## src/rtl/ears_pkg.sv

```systemverilog
// ----------------------------------------------------------------------------
// ears_pkg
// Shared types, constants and tables of the Euler axis rotation sequencer.
// ----------------------------------------------------------------------------
`default_nettype none

package ears_pkg;

  localparam int EARS_DEF_MAX_STEPS    = 3;
  localparam int EARS_DEF_CORDIC_ITER  = 16;
  localparam int EARS_DEF_VECTOR_WIDTH = 32;

  localparam int ITER_IDX_W = 5;
  localparam int CORDIC_W   = 34;
  localparam int MIX_W      = 3;

  // 0.6072529350 in Q2.30
  localparam logic [31:0] CORDIC_GAIN = 32'd652032874;

  // atan(2^-i), 2^31 = pi
  localparam logic [31:0] ATAN_TAB [0:31] = '{
    32'd536870912, 32'd316933406, 32'd167458907, 32'd85004756,
    32'd42667331,  32'd21354465,  32'd10679838,  32'd5340245,
    32'd2670163,   32'd1335087,   32'd667544,    32'd333772,
    32'd166886,    32'd83443,     32'd41722,     32'd20861,
    32'd10430,     32'd5215,      32'd2608,      32'd1304,
    32'd652,       32'd326,       32'd163,       32'd81,
    32'd41,        32'd20,        32'd10,        32'd5,
    32'd3,         32'd1,         32'd1,         32'd0
  };

  typedef enum logic [1:0] {
    AXIS_X   = 2'd0,
    AXIS_Y   = 2'd1,
    AXIS_Z   = 2'd2,
    AXIS_END = 2'd3
  } axis_code_t;

  typedef struct packed {
    logic                  load;
    logic                  cinit;
    logic                  citer;
    logic                  cfin;
    logic                  mul;
    logic                  wb;
    logic                  rload;
    logic [1:0]            step;
    logic [ITER_IDX_W-1:0] iter;
    logic [MIX_W-1:0]      mix;
  } ears_cmd_t;

  typedef struct packed {
    axis_code_t code;
  } ears_status_t;

endpackage

`default_nettype wire

```

## src/rtl/ears_ctrl.sv

```systemverilog
// ----------------------------------------------------------------------------
// ears_ctrl
// Sequencer: walks the axis codes, runs the CORDIC, the product schedule
// and the write-back, and owns both handshakes.
// ----------------------------------------------------------------------------
`default_nettype none

module ears_ctrl import ears_pkg::*; #(
  parameter int MAX_STEPS         = EARS_DEF_MAX_STEPS,
  parameter int CORDIC_ITERATIONS = EARS_DEF_CORDIC_ITER
) (
  input  wire logic         clk,
  input  wire logic         rst,
  input  wire logic         in_valid,
  output logic              in_stall,
  output logic              out_valid,
  input  wire logic         out_stall,
  output ears_cmd_t         cmd,
  input  wire ears_status_t status
);

  localparam int NSTEP = (MAX_STEPS < 3) ? MAX_STEPS : 3;
  localparam int IW    = $clog2(CORDIC_ITERATIONS);

  typedef enum logic [3:0] {
    S_IDLE,
    S_CHECK,
    S_INIT,
    S_ITER,
    S_FIN,
    S_MUL,
    S_DRAIN,
    S_WB,
    S_DONE
  } state_t;

  state_t           state;
  logic [1:0]       step;
  logic [IW-1:0]    iter;
  logic [MIX_W-1:0] mix;
  logic             take;
  logic             slot_free;

  assign in_stall  = (state != S_IDLE);
  assign take      = in_valid && (state == S_IDLE);
  assign slot_free = !out_valid || !out_stall;

  always_comb begin
    cmd       = '0;
    cmd.step  = step;
    cmd.iter  = ITER_IDX_W'(iter);
    cmd.mix   = mix;
    cmd.load  = take;
    cmd.cinit = (state == S_INIT);
    cmd.citer = (state == S_ITER);
    cmd.cfin  = (state == S_FIN);
    cmd.mul   = (state == S_MUL);
    cmd.wb    = (state == S_WB);
    cmd.rload = (state == S_DONE) && slot_free;
  end

  always_ff @(posedge clk) begin
    if (rst) begin
      state     <= S_IDLE;
      step      <= '0;
      iter      <= '0;
      mix       <= '0;
      out_valid <= 1'b0;
    end else begin
      if (cmd.rload) begin
        out_valid <= 1'b1;
      end else if (!out_stall) begin
        out_valid <= 1'b0;
      end
      unique case (state)
        S_IDLE: begin
          if (in_valid) begin
            step  <= '0;
            state <= S_CHECK;
          end
        end
        S_CHECK: begin
          if ((step == 2'(NSTEP)) || (status.code == AXIS_END)) begin
            state <= S_DONE;
          end else begin
            state <= S_INIT;
          end
        end
        S_INIT: begin
          iter  <= '0;
          state <= S_ITER;
        end
        S_ITER: begin
          if (iter == IW'(CORDIC_ITERATIONS - 1)) begin
            state <= S_FIN;
          end else begin
            iter <= iter + 1'b1;
          end
        end
        S_FIN: begin
          mix   <= '0;
          state <= S_MUL;
        end
        S_MUL: begin
          mix <= mix + 1'b1;
          if (mix == '1) begin
            state <= S_DRAIN;
          end
        end
        S_DRAIN: begin
          mix <= mix + 1'b1;
          if (mix == MIX_W'(1)) begin
            state <= S_WB;
          end
        end
        S_WB: begin
          step  <= step + 1'b1;
          state <= S_CHECK;
        end
        S_DONE: begin
          if (slot_free) begin
            state <= S_IDLE;
          end
        end
        default: begin
          state <= S_IDLE;
        end
      endcase
    end
  end

endmodule

`default_nettype wire

```

## src/rtl/ears_dp.sv

```systemverilog
// ----------------------------------------------------------------------------
// ears_dp
// Datapath: component registers, CORDIC sine/cosine unit, shared multiplier
// with rounding and accumulation, saturation and result registers.
// ----------------------------------------------------------------------------
`default_nettype none

module ears_dp import ears_pkg::*; #(
  parameter int VECTOR_WIDTH = EARS_DEF_VECTOR_WIDTH
) (
  input  wire logic               clk,
  input  wire logic               rst,
  input  wire ears_cmd_t          cmd,
  output ears_status_t            status,
  input  wire logic               mode,
  input  wire logic signed [31:0] vec_x,
  input  wire logic signed [31:0] vec_y,
  input  wire logic signed [31:0] vec_z,
  input  wire logic signed [15:0] angle_x,
  input  wire logic signed [15:0] angle_y,
  input  wire logic signed [15:0] angle_z,
  input  wire logic [5:0]         axis_order,
  output logic signed [31:0]      out_x,
  output logic signed [31:0]      out_y,
  output logic signed [31:0]      out_z,
  output logic [1:0]              steps_applied
);

  localparam int VW = VECTOR_WIDTH;
  localparam int EW = (VW > 32) ? VW : 32;
  localparam int HW = EW - 16;
  localparam int MA = HW + 1;
  localparam int PW = MA + 32;
  localparam int AW = EW + 33;
  localparam int RW = EW + 1;
  localparam int SW = EW + 2;
  localparam int CW = CORDIC_W;

  localparam logic signed [SW-1:0] VMAX = {{(SW-VW+1){1'b0}}, {(VW-1){1'b1}}};
  localparam logic signed [SW-1:0] VMIN = ~VMAX;
  localparam logic signed [SW-1:0] OMAX = {{(SW-31){1'b0}}, {31{1'b1}}};
  localparam logic signed [SW-1:0] OMIN = ~OMAX;
  localparam logic signed [AW-1:0] RND_HALF = {{(AW-30){1'b0}}, 1'b1, 29'd0};

  function automatic logic signed [VW-1:0] sat_vw(input logic signed [SW-1:0] a);
    logic signed [VW-1:0] r;
    if (a > VMAX) begin
      r = VMAX[VW-1:0];
    end else if (a < VMIN) begin
      r = VMIN[VW-1:0];
    end else begin
      r = a[VW-1:0];
    end
    return r;
  endfunction

  function automatic logic signed [31:0] sat_out(input logic signed [VW-1:0] v);
    logic signed [SW-1:0] a;
    logic signed [31:0]   r;
    a = SW'(v);
    if (a > OMAX) begin
      r = OMAX[31:0];
    end else if (a < OMIN) begin
      r = OMIN[31:0];
    end else begin
      r = a[31:0];
    end
    return r;
  endfunction

  // item registers
  logic                 vmode;
  logic [5:0]           order;
  logic signed [15:0]   ax, ay, az;
  logic signed [VW-1:0] vx, vy, vz;

  // CORDIC unit
  logic signed [CW-1:0] cx, cy, cz;
  logic                 flip;
  logic signed [31:0]   cosv, sinv;

  // step operands and products
  logic signed [VW-1:0] vp, vq;
  logic signed [PW-1:0] prod;
  logic [MIX_W-1:0]     ptag;
  logic                 pvld;
  logic signed [AW-1:0] acc;
  logic signed [RW-1:0] rnd;
  logic [1:0]           rtag;
  logic                 rvld;
  logic signed [SW-1:0] np, nq;

  axis_code_t code;

  always_comb begin
    unique case (cmd.step)
      2'd0:    code = axis_code_t'(order[1:0]);
      2'd1:    code = axis_code_t'(order[3:2]);
      2'd2:    code = axis_code_t'(order[5:4]);
      default: code = AXIS_END;
    endcase
  end

  assign status.code = code;

  // angle range reduction
  logic signed [15:0] asel;
  logic signed [16:0] a17, ared;
  logic signed [32:0] zi;
  logic               aflip;

  always_comb begin
    unique case (code)
      AXIS_X:   asel = ax;
      AXIS_Y:   asel = ay;
      AXIS_Z:   asel = az;
      AXIS_END: asel = ax;
    endcase
    a17   = 17'(asel);
    aflip = 1'b0;
    ared  = a17;
    if (a17 > 17'sd16384) begin
      ared  = a17 - 17'sd32768;
      aflip = 1'b1;
    end else if (a17 < -17'sd16384) begin
      ared  = a17 + 17'sd32768;
      aflip = 1'b1;
    end
    zi = {ared, 16'h0000};
  end

  // CORDIC iteration terms
  logic signed [CW-1:0] dx, dy, at, xf, yf;

  always_comb begin
    dx = cy >>> cmd.iter;
    dy = cx >>> cmd.iter;
    at = {2'b00, ATAN_TAB[cmd.iter]};
    xf = flip ? -cx : cx;
    yf = (flip ^ vmode) ? -cy : cy;
  end

  // multiplier operand select
  logic signed [VW-1:0] va;
  logic signed [31:0]   vb;
  logic signed [EW-1:0] ve;
  logic signed [HW-1:0] hi_part;
  logic signed [16:0]   lo_part;
  logic signed [MA-1:0] ma;
  logic signed [PW-1:0] mul_res;

  always_comb begin
    unique case (cmd.mix[2:1])
      2'd0: begin va = vp; vb = cosv; end
      2'd1: begin va = vq; vb = sinv; end
      2'd2: begin va = vq; vb = cosv; end
      2'd3: begin va = vp; vb = sinv; end
    endcase
    ve      = EW'(va);
    hi_part = ve[EW-1:16];
    lo_part = {1'b0, ve[15:0]};
    ma      = cmd.mix[0] ? MA'(lo_part) : MA'(hi_part);
    mul_res = ma * vb;
  end

  logic signed [AW-1:0] pa, psum, pshift;

  always_comb begin
    pa     = AW'(prod);
    psum   = acc + pa;
    pshift = psum >>> 30;
  end

  always_ff @(posedge clk) begin
    if (cmd.load) begin
      vmode <= mode;
      order <= axis_order;
      ax    <= angle_x;
      ay    <= angle_y;
      az    <= angle_z;
      vx    <= sat_vw(SW'(vec_x));
      vy    <= sat_vw(SW'(vec_y));
      vz    <= sat_vw(SW'(vec_z));
    end

    if (cmd.cinit) begin
      cx   <= {2'b00, CORDIC_GAIN};
      cy   <= '0;
      cz   <= CW'(zi);
      flip <= aflip;
    end else if (cmd.citer) begin
      if (!cz[CW-1]) begin
        cx <= cx - dx;
        cy <= cy + dy;
        cz <= cz - at;
      end else begin
        cx <= cx + dx;
        cy <= cy - dy;
        cz <= cz + at;
      end
    end

    if (cmd.cfin) begin
      cosv <= xf[31:0];
      sinv <= yf[31:0];
      unique case (code)
        AXIS_X:   begin vp <= vy; vq <= vz; end
        AXIS_Y:   begin vp <= vz; vq <= vx; end
        AXIS_Z:   begin vp <= vx; vq <= vy; end
        AXIS_END: begin vp <= vx; vq <= vy; end
      endcase
    end

    if (cmd.mul) begin
      prod <= mul_res;
      ptag <= cmd.mix;
    end

    if (pvld) begin
      if (!ptag[0]) begin
        acc <= (pa <<< 16) + RND_HALF;
      end else begin
        rnd  <= pshift[RW-1:0];
        rtag <= ptag[2:1];
      end
    end

    if (rvld) begin
      unique case (rtag)
        2'd0: np <= SW'(rnd);
        2'd1: np <= np + SW'(rnd);
        2'd2: nq <= SW'(rnd);
        2'd3: nq <= nq - SW'(rnd);
      endcase
    end

    if (cmd.wb) begin
      unique case (code)
        AXIS_X:   begin vy <= sat_vw(np); vz <= sat_vw(nq); end
        AXIS_Y:   begin vz <= sat_vw(np); vx <= sat_vw(nq); end
        AXIS_Z:   begin vx <= sat_vw(np); vy <= sat_vw(nq); end
        AXIS_END: begin end
      endcase
    end

    if (cmd.rload) begin
      out_x         <= sat_out(vx);
      out_y         <= sat_out(vy);
      out_z         <= sat_out(vz);
      steps_applied <= cmd.step;
    end
  end

  always_ff @(posedge clk) begin
    if (rst) begin
      pvld <= 1'b0;
      rvld <= 1'b0;
    end else begin
      pvld <= cmd.mul;
      rvld <= pvld && ptag[0];
    end
  end

endmodule

`default_nettype wire

```

## src/rtl/euler_axis_rotation_sequence.sv

```systemverilog
// A new item is taken only once the previous result has been posted to the
//   output register; each rotation runs through the serial CORDIC and the
//   single shared multiplier (8 partial products per step).
// Reset clears the sequencer and the output valid; data registers are not reset.
// ----------------------------------------------------------------------------
// euler_axis_rotation_sequence
// Applies up to three single-axis rotations to a Q16.16 vector.
// ----------------------------------------------------------------------------
`default_nettype none

module euler_axis_rotation_sequence import ears_pkg::*; #(
  parameter int MAX_STEPS         = EARS_DEF_MAX_STEPS,
  parameter int CORDIC_ITERATIONS = EARS_DEF_CORDIC_ITER,
  parameter int VECTOR_WIDTH      = EARS_DEF_VECTOR_WIDTH
) (
  input  wire logic               clk,
  input  wire logic               rst,
  input  wire logic               in_valid,
  output logic                    in_stall,
  input  wire logic               mode,
  input  wire logic signed [31:0] vec_x,
  input  wire logic signed [31:0] vec_y,
  input  wire logic signed [31:0] vec_z,
  input  wire logic signed [15:0] angle_x,
  input  wire logic signed [15:0] angle_y,
  input  wire logic signed [15:0] angle_z,
  input  wire logic [5:0]         axis_order,
  output logic                    out_valid,
  input  wire logic               out_stall,
  output logic signed [31:0]      out_x,
  output logic signed [31:0]      out_y,
  output logic signed [31:0]      out_z,
  output logic [1:0]              steps_applied
);

  ears_cmd_t    cmd;
  ears_status_t status;

  ears_ctrl #(
    .MAX_STEPS         (MAX_STEPS),
    .CORDIC_ITERATIONS (CORDIC_ITERATIONS)
  ) u_ctrl (
    .clk       (clk),
    .rst       (rst),
    .in_valid  (in_valid),
    .in_stall  (in_stall),
    .out_valid (out_valid),
    .out_stall (out_stall),
    .cmd       (cmd),
    .status    (status)
  );

  ears_dp #(
    .VECTOR_WIDTH (VECTOR_WIDTH)
  ) u_dp (
    .clk           (clk),
    .rst           (rst),
    .cmd           (cmd),
    .status        (status),
    .mode          (mode),
    .vec_x         (vec_x),
    .vec_y         (vec_y),
    .vec_z         (vec_z),
    .angle_x       (angle_x),
    .angle_y       (angle_y),
    .angle_z       (angle_z),
    .axis_order    (axis_order),
    .out_x         (out_x),
    .out_y         (out_y),
    .out_z         (out_z),
    .steps_applied (steps_applied)
  );

endmodule

`default_nettype wire

```

## config.mk

```make
export PLATFORM = sky130hd
export DESIGN_NAME = euler_axis_rotation_sequence
export DESIGN_NICKNAME = d
export VERILOG_FILES = /design/src/rtl/ears_pkg.sv /design/src/rtl/ears_ctrl.sv /design/src/rtl/ears_dp.sv /design/src/rtl/euler_axis_rotation_sequence.sv
export SDC_FILE = /design/constraint.sdc
export NUM_CORES = 2
export LEC_CHECK = 0
export ABC_CLOCK_PERIOD_IN_PS = 12800
export CORE_MARGIN = 10
export CORE_UTILIZATION = 55
export DETAILED_ROUTE_END_ITERATION = 16
export DONT_BUFFER_PORTS = 1
export GPL_TIMING_DRIVEN = 0
export PLACE_DENSITY_LB_ADDON = 0.08
export SLEW_MARGIN = 15
export SYNTH_ARGS = -nofsm -noshare
export SYNTH_HDL_FRONTEND = slang
export SYNTH_SLANG_ARGS = --single-unit
```

## constraint.sdc

```tcl
create_clock -name clk -period 12.8 [get_ports clk]
set_clock_uncertainty 0.15 [all_clocks]
set_input_delay 2.56 -clock clk [delete_from_list [all_inputs] [get_ports clk]]
set_output_delay 2.56 -clock clk [all_outputs]
set_load 0.05 [all_outputs]
```

## Word-level counts from Yosys, hierarchy flattened

Memories as Yosys holds them, arrays and structs flattened.
Index checks and enable logic that the tools add are counted.

| storage, ports and cells | value |
|---|---|
| memories | 1 |
| bits in read-only memories | 1024 |
| bits in registers | 714 |
| output and inout port bits | 100 |
| logic and storage cells | 197 |
| bits of input ports | 155 |

| operators by class | value |
|---|---|
| multiply operators | 1 |
| equal/unequal tests | 30 |
| $add $sub $neg | 17 |
| shift operators | 2 |
| bitwise operators | 3 |
| reductions and logical operators | 32 |
| multiplexer cells | 57 |
| order comparisons | 19 |

Memories:

| name | words | width | read ports | clocked after Yosys merged registers in | write ports | RTL line | source |
|---|---|---|---|---|---|---|---|
| (name not given) | 32 | 32 | 1 | 0 | 0 | ears_dp.sv:138 | `at = {2'b00, ATAN_TAB[cmd.iter]};` |

Operators by type and width:

| cell | number |
|---|---|
| $mux 32 | 23 |
| $pmux 32 s2 | 5 |
| $gt 32x32->1 const B | 6 |
| $lt 32x32->1 const B | 6 |
| $pmux 32 s3 | 2 |
| $mux 34 | 5 |
| $pmux 34 s2 | 2 |
| $add 34x33->34 | 2 |
| $add 34x34->34 | 2 |
| $gt 34x32->1 const B | 2 |
| $lt 34x32->1 const B | 2 |
| $sshr 34x4->34 | 2 |
| $sub 34x33->34 | 2 |
| $sub 34x34->34 | 2 |
| $neg 32->32 | 2 |
| $add 63x31->63 const B | 1 |
| $add 63x49->63 | 1 |
| $mux 17 | 3 |
| $mul 17x32->49 | 1 |
| $pmux 16 s3 | 1 |
| $pmux 4 s9 | 1 |
| $mux 4 | 7 |
| $add 16x17->17 const B | 1 |
| $sub 16x17->17 const B | 1 |
| 35 further kinds | 79 |

## Longest topological paths before layout

| depth | value |
|---|---|
| depth after elaboration | 9 |
| depth in mapped cells | 32 |
| mapped depth without buffers | 30 |

## Cells and area by module

A second synthesis with hierarchy kept.

| second synthesis, totals | value |
|---|---|
| cell total of the unflattened synthesis | 7037 |
| area, all modules | 65586.7 µm² |

By module, submodules not included:

| module | cells an instance | instances | area each (µm²) |
|---|---|---|---|
| ears_dp | 6926 | 1 | 64682.0 |
| ears_ctrl | 111 | 1 | 904.6 |

## Worst setup path after synthesis

OpenSTA, ideal clock, no wires.

| timing | value |
|---|---|
| path kind | reg2reg |
| from | reg u_ctrl.state[2] |
| to | reg u_dp.cosv[0] (enable) |
| path buffers | 2 |
| data arrival time | 9.498 ns |
| data required time | 11.878 ns |
| stages on the path, launching flop included | 5 |
| setup slack | 2.381 ns |
| clock period less this slack | 10.419 ns |
| path through | dfxtp_1 clkbuf_1 nand2b_1 clkbuf_1 nor3_1 |

| between the ends | value |
|---|---|
| longest elaborated chain between the ends | 1 |

Ends and longest elaborated chain:

| what | RTL line | source |
|---|---|---|
| start, declared | ears_ctrl.sv:37 | `state_t state;` |
| start signal, assigned | ears_ctrl.sv:64 | `state <= S_IDLE;` |
| start signal, assigned | ears_ctrl.sv:79 | `state <= S_CHECK;` |
| start signal, assigned | ears_ctrl.sv:84 | `state <= S_DONE;` |
| $eq 4x3->1 | ears_ctrl.sv:56 | `cmd.cfin = (state == S_FIN);` |
| end signal, assigned | ears_dp.sv:204 | `cosv <= xf[31:0];` |
| end, declared | ears_dp.sv:80 | `logic signed [31:0] cosv, sinv;` |

Every way passes these cells.
A chain may end at the register's enable or synchronous reset.

## Final worst setup path

| timing | value |
|---|---|
| from | reg u_ctrl.mix[2] |
| to | reg u_dp.prod[42], data pin |

| between the ends | value |
|---|---|
| longest elaborated chain between the ends | 5 |
| elaborated cells on any way between the ends | 12 |

Ends and longest elaborated chain:

| what | RTL line | source |
|---|---|---|
| start, declared | ears_ctrl.sv:40 | `logic [MIX_W-1:0] mix;` |
| start signal, assigned | ears_ctrl.sv:105 | `mix <= mix + 1'b1;` |
| start signal, assigned | ears_ctrl.sv:111 | `mix <= mix + 1'b1;` |
| $eq 2x2->1, or another cell as far along | ears_dp.sv:153 | `unique case (cmd.mix[2:1])` |
| $reduce_or 2->1 (no line) | - |  |
| $pmux 32 s2 | ears_dp.sv:153 |  |
| $mux 17 | ears_dp.sv:162 | `ma = cmd.mix[0] ? MA'(lo_part) : MA'(hi_part);` |
| $mul 17x32->49 (*) | ears_dp.sv:163 | `mul_res = ma * vb;` |
| net u_dp.mul_res[42] | ears_dp.sv:150 | `logic signed [PW-1:0] mul_res;` |
| end signal, assigned | ears_dp.sv:215 | `prod <= mul_res;` |
| end, declared | ears_dp.sv:84 | `logic signed [PW-1:0] prod;` |

The timed path passes the listed nets; every way through them passes the cells marked *.

==> flow_summary.ini <==
[logic_synthesis]
yosys_warnings = 0
synth_ff_type = edfxtp_1
synth_top_family_by_area = adder cells
synthMuxAreaShare = 0.05776
syn_avg_cell_area_um2 = 9.284
synth_compound_area_frac = 0.1399
synth-xor-area-share = 0.05495
synth_fp_nets = 7794
synthCells = 6764
synth_area_um2 = 62800
synthAdderAreaFrac = 0.2372
synth_edf_count = 502
synth_cell_types = 97
synth-simple-area-share = 0.1407
synth-seq-cells = 698
async_reset_ff_frac = 0
ys_seq_area_frac = 0.3025

[setup_path]
path_max_fanout = 10
crit_required_ps = 13140
worstSetupStartpointType = register
cpPeakStageDelay_ps = 860
critPathKind = register to register
path_common_cell = fa_1
cp_slowest_cell = buf_1
end_kind = register
arrival_ps = 11840

[final_layout]
final_cell_mix = nand2_1 (857), nor2_1 (666), inv_1 (665), fa_1 (526), edfxtp_1 (502)
layout-drive-gt1-share = 0.05387
final_common_cell = nand2_1
fin_util = 0.6017
area_delta_synth_final_pct = 8.226
nets = 7905

[global_routing]
first_global_vias = 51600
antenna_found_initial = 9
grt_max_degree = 62
grt_pass1_wl_um = 334700
grt-ovfl-total = 0
grtUsageTotal = 0.3501

[floorplanning]
fp.coreArea_um2 = 113000
die_x_um = 357.9
rows = 123
die_area_um2 = 128100
num_io_pins = 255
fp.dieH_um = 357.9
start_util = 0.5559

[route]
drc_errors = 0
routed_wl_um = 228400
firstDrtPassIters = 6
drtAntennaViolNets = 0
viasPerCell = 6.226
vias = 52580
drt_iter0_drc = 6048
wl_per_cell_um = 27.04

[run_status]
status = finished, final reports clean

[clock_tree]
clk_latency_ps = 720
cts_max_path_buffers = 3
clockRootBuffer = clkbuf_16
cts_buffers = 81
cts_tree = done
htreeDepth = 3
cts_sinks = 698
cts_hold_buf = 0
post_cts_buffers = 0
path_clk_slew_ps = 60
ctsResizeCount = 0

[placement]
post-dp-hpwl_um = 184300
io_buffer_count = 0
gp_congestion = 1.033

[min_path]
hp-class = register to register

[timing]
finalHoldViolations = 0
relSlewSlack = 0.07033
slew_viol_final = 0
rsz0062_at_grt = false
finalCriticalPeriod_ps = 11500
max_freq_mhz = 86.92
finalSetupViolations = 0
timing.final.crit_share = 0.8988
tightest_slew_ps = 1356

[power]
leakagePower_nw = 28.65
report.power.total_mw = 16.81
ir_drop_mv = 0.2822
power.density_nw_per_um2 = 247.3

[run]
cap_violations = 0
[critical path: cells and delay by family, from the launching register on]
family | cells | cell delay (ps)
adder cells (fa/ha/maj) | 8 | 3720
buffers and inverters | 8 | 2310
flip-flops | 1 | 380
AND/OR/NAND/NOR | 5 | 860
XOR/XNOR | 1 | 280
multiplexers | 1 | 460
AO/OA/AOI/OAI | 6 | 3050
[area by class of cell]
class / count / area [um2]
Clock buffer: 101 / 2237
Inverter: 669 / 2511
Multi-Input combinational cell: 4963 / 39670
Buffer: 434 / 1705
Timing Repair Buffer: 28 / 442.9
Tap cell: 1500 / 1877
Sequential cell: 698 / 19000
Antenna cell: 3 / 7.507
Fill cell: 10030 / 44990
Clock inverter: 49 / 519.2
[power breakdown]
| group | internal (mW) | total [mW] | leakage [nW] | switching [mW] |
|---|---|---|---|---|
| Clock | 1.40 | 2.43 | 1.33 | 1.03 |
| Combinational | 4.20 | 10.7 | 21.1 | 6.54 |
| Sequential | 3.19 | 3.64 | 6.20 | 0.456 |
| Total | 8.78 | 16.8 | 28.6 | 8.03 |
[stage by stage]
stage	hold WS [ps]	TNS, ps	std cells	instance area [um2]	setup slack (ps)
4_1_cts	268.3	0	8442	67950	1533
2_1_floorplan	250.3	0	6764	62800	2381
3_5_place_dp	254.5	0	8292	65190	1544
6_report	267.3	0	8445	67970	1296
5_1_grt	283.8	0	8444	67960	1064
3_3_place_gp	252.5	-206760	8264	64680	-1639
[flip-flops by register name, summed over array words and instances, names as in the netlist, 33 cells and up]
signal     count
u_dp.acc      47
u_dp.cx       34
u_dp.cy       34
u_dp.cz       34
u_dp.np       34
u_dp.nq       34
u_dp.prod     49
u_dp.rnd      33
[path summary, 6_finish.rpt]
kind | start | end | slack [ps] | depth (start not counted)
worst max register to register | u_ctrl.mix[2]$_SDFFE_PP0P_ | u_dp.prod[42]$_DFFE_PP_ | 1300 | 29
worst min-delay path | u_dp.prod[5]$_DFFE_PP_ | u_dp.acc[21]$_DFFE_PP_ | 270 | 0
worst min register to register | u_dp.prod[5]$_DFFE_PP_ | u_dp.acc[21]$_DFFE_PP_ | 270 | 0
worst max-delay path | u_ctrl.mix[2]$_SDFFE_PP0P_ | u_dp.prod[42]$_DFFE_PP_ | 1300 | 29
[routing by layer]
metal / track usage / vias to the layer above / routed length, um
met5: 0 / - / 37
met4: 0.1772 / 6 / 13690
met3: 0.08317 / 597 / 22330
met2: 0.5485 / 2752 / 102100
met1: 0.4521 / 25860 / 90200
li1: - / 23360 / -
[logic make-up after synthesis]
kind of cell / count (synthesis)
AO/OA/AOI/OAI: 1402
XOR/XNOR: 394
adder cells (fa/ha/maj): 875
buffers and inverters: 1103
flip-flops: 698
multiplexers: 264
AND/OR/NAND/NOR: 2028
[cell usage after synthesis, types with 13 or more instances]
library cell / instances / area (um2)
or3_1: 24 / 150.1
buf_2: 18 / 90.09
ha_1: 349 / 4367
o21a_1: 42 / 315.3
a22oi_1: 84 / 630.6
and3_1: 42 / 262.8
edfxtp_1: 502 / 15070
nor2_1: 668 / 2507
and2_1: 66 / 412.9
a21oi_1: 338 / 1692
o21ai_0: 364 / 1822
xor2_1: 152 / 1331
xnor2_1: 242 / 2120
a21o_1: 89 / 668.1
clkbuf_1: 370 / 1389
nand3_1: 74 / 370.4
a211oi_1: 94 / 705.7
mux2i_1: 127 / 1271
a31oi_1: 111 / 694.4
nor3_1: 80 / 400.4
o31ai_1: 32 / 240.2
a21boi_0: 16 / 120.1
nor2b_1: 42 / 262.8
mux4_2: 68 / 1531
o211ai_1: 14 / 105.1
buf_1: 37 / 138.9
nand2b_1: 62 / 387.9
nand2_1: 857 / 3217
fa_1: 526 / 10530
or2_2: 14 / 87.58
nand4_1: 25 / 156.4
mux2_2: 65 / 732.0
o21bai_1: 32 / 240.2
nor4_1: 19 / 118.9
or4_1: 13 / 97.59
inv_1: 665 / 2496
o22ai_1: 44 / 275.3
a221oi_1: 13 / 113.9
dfxtp_1: 196 / 3924
Power figures use the tool's default switching activity.
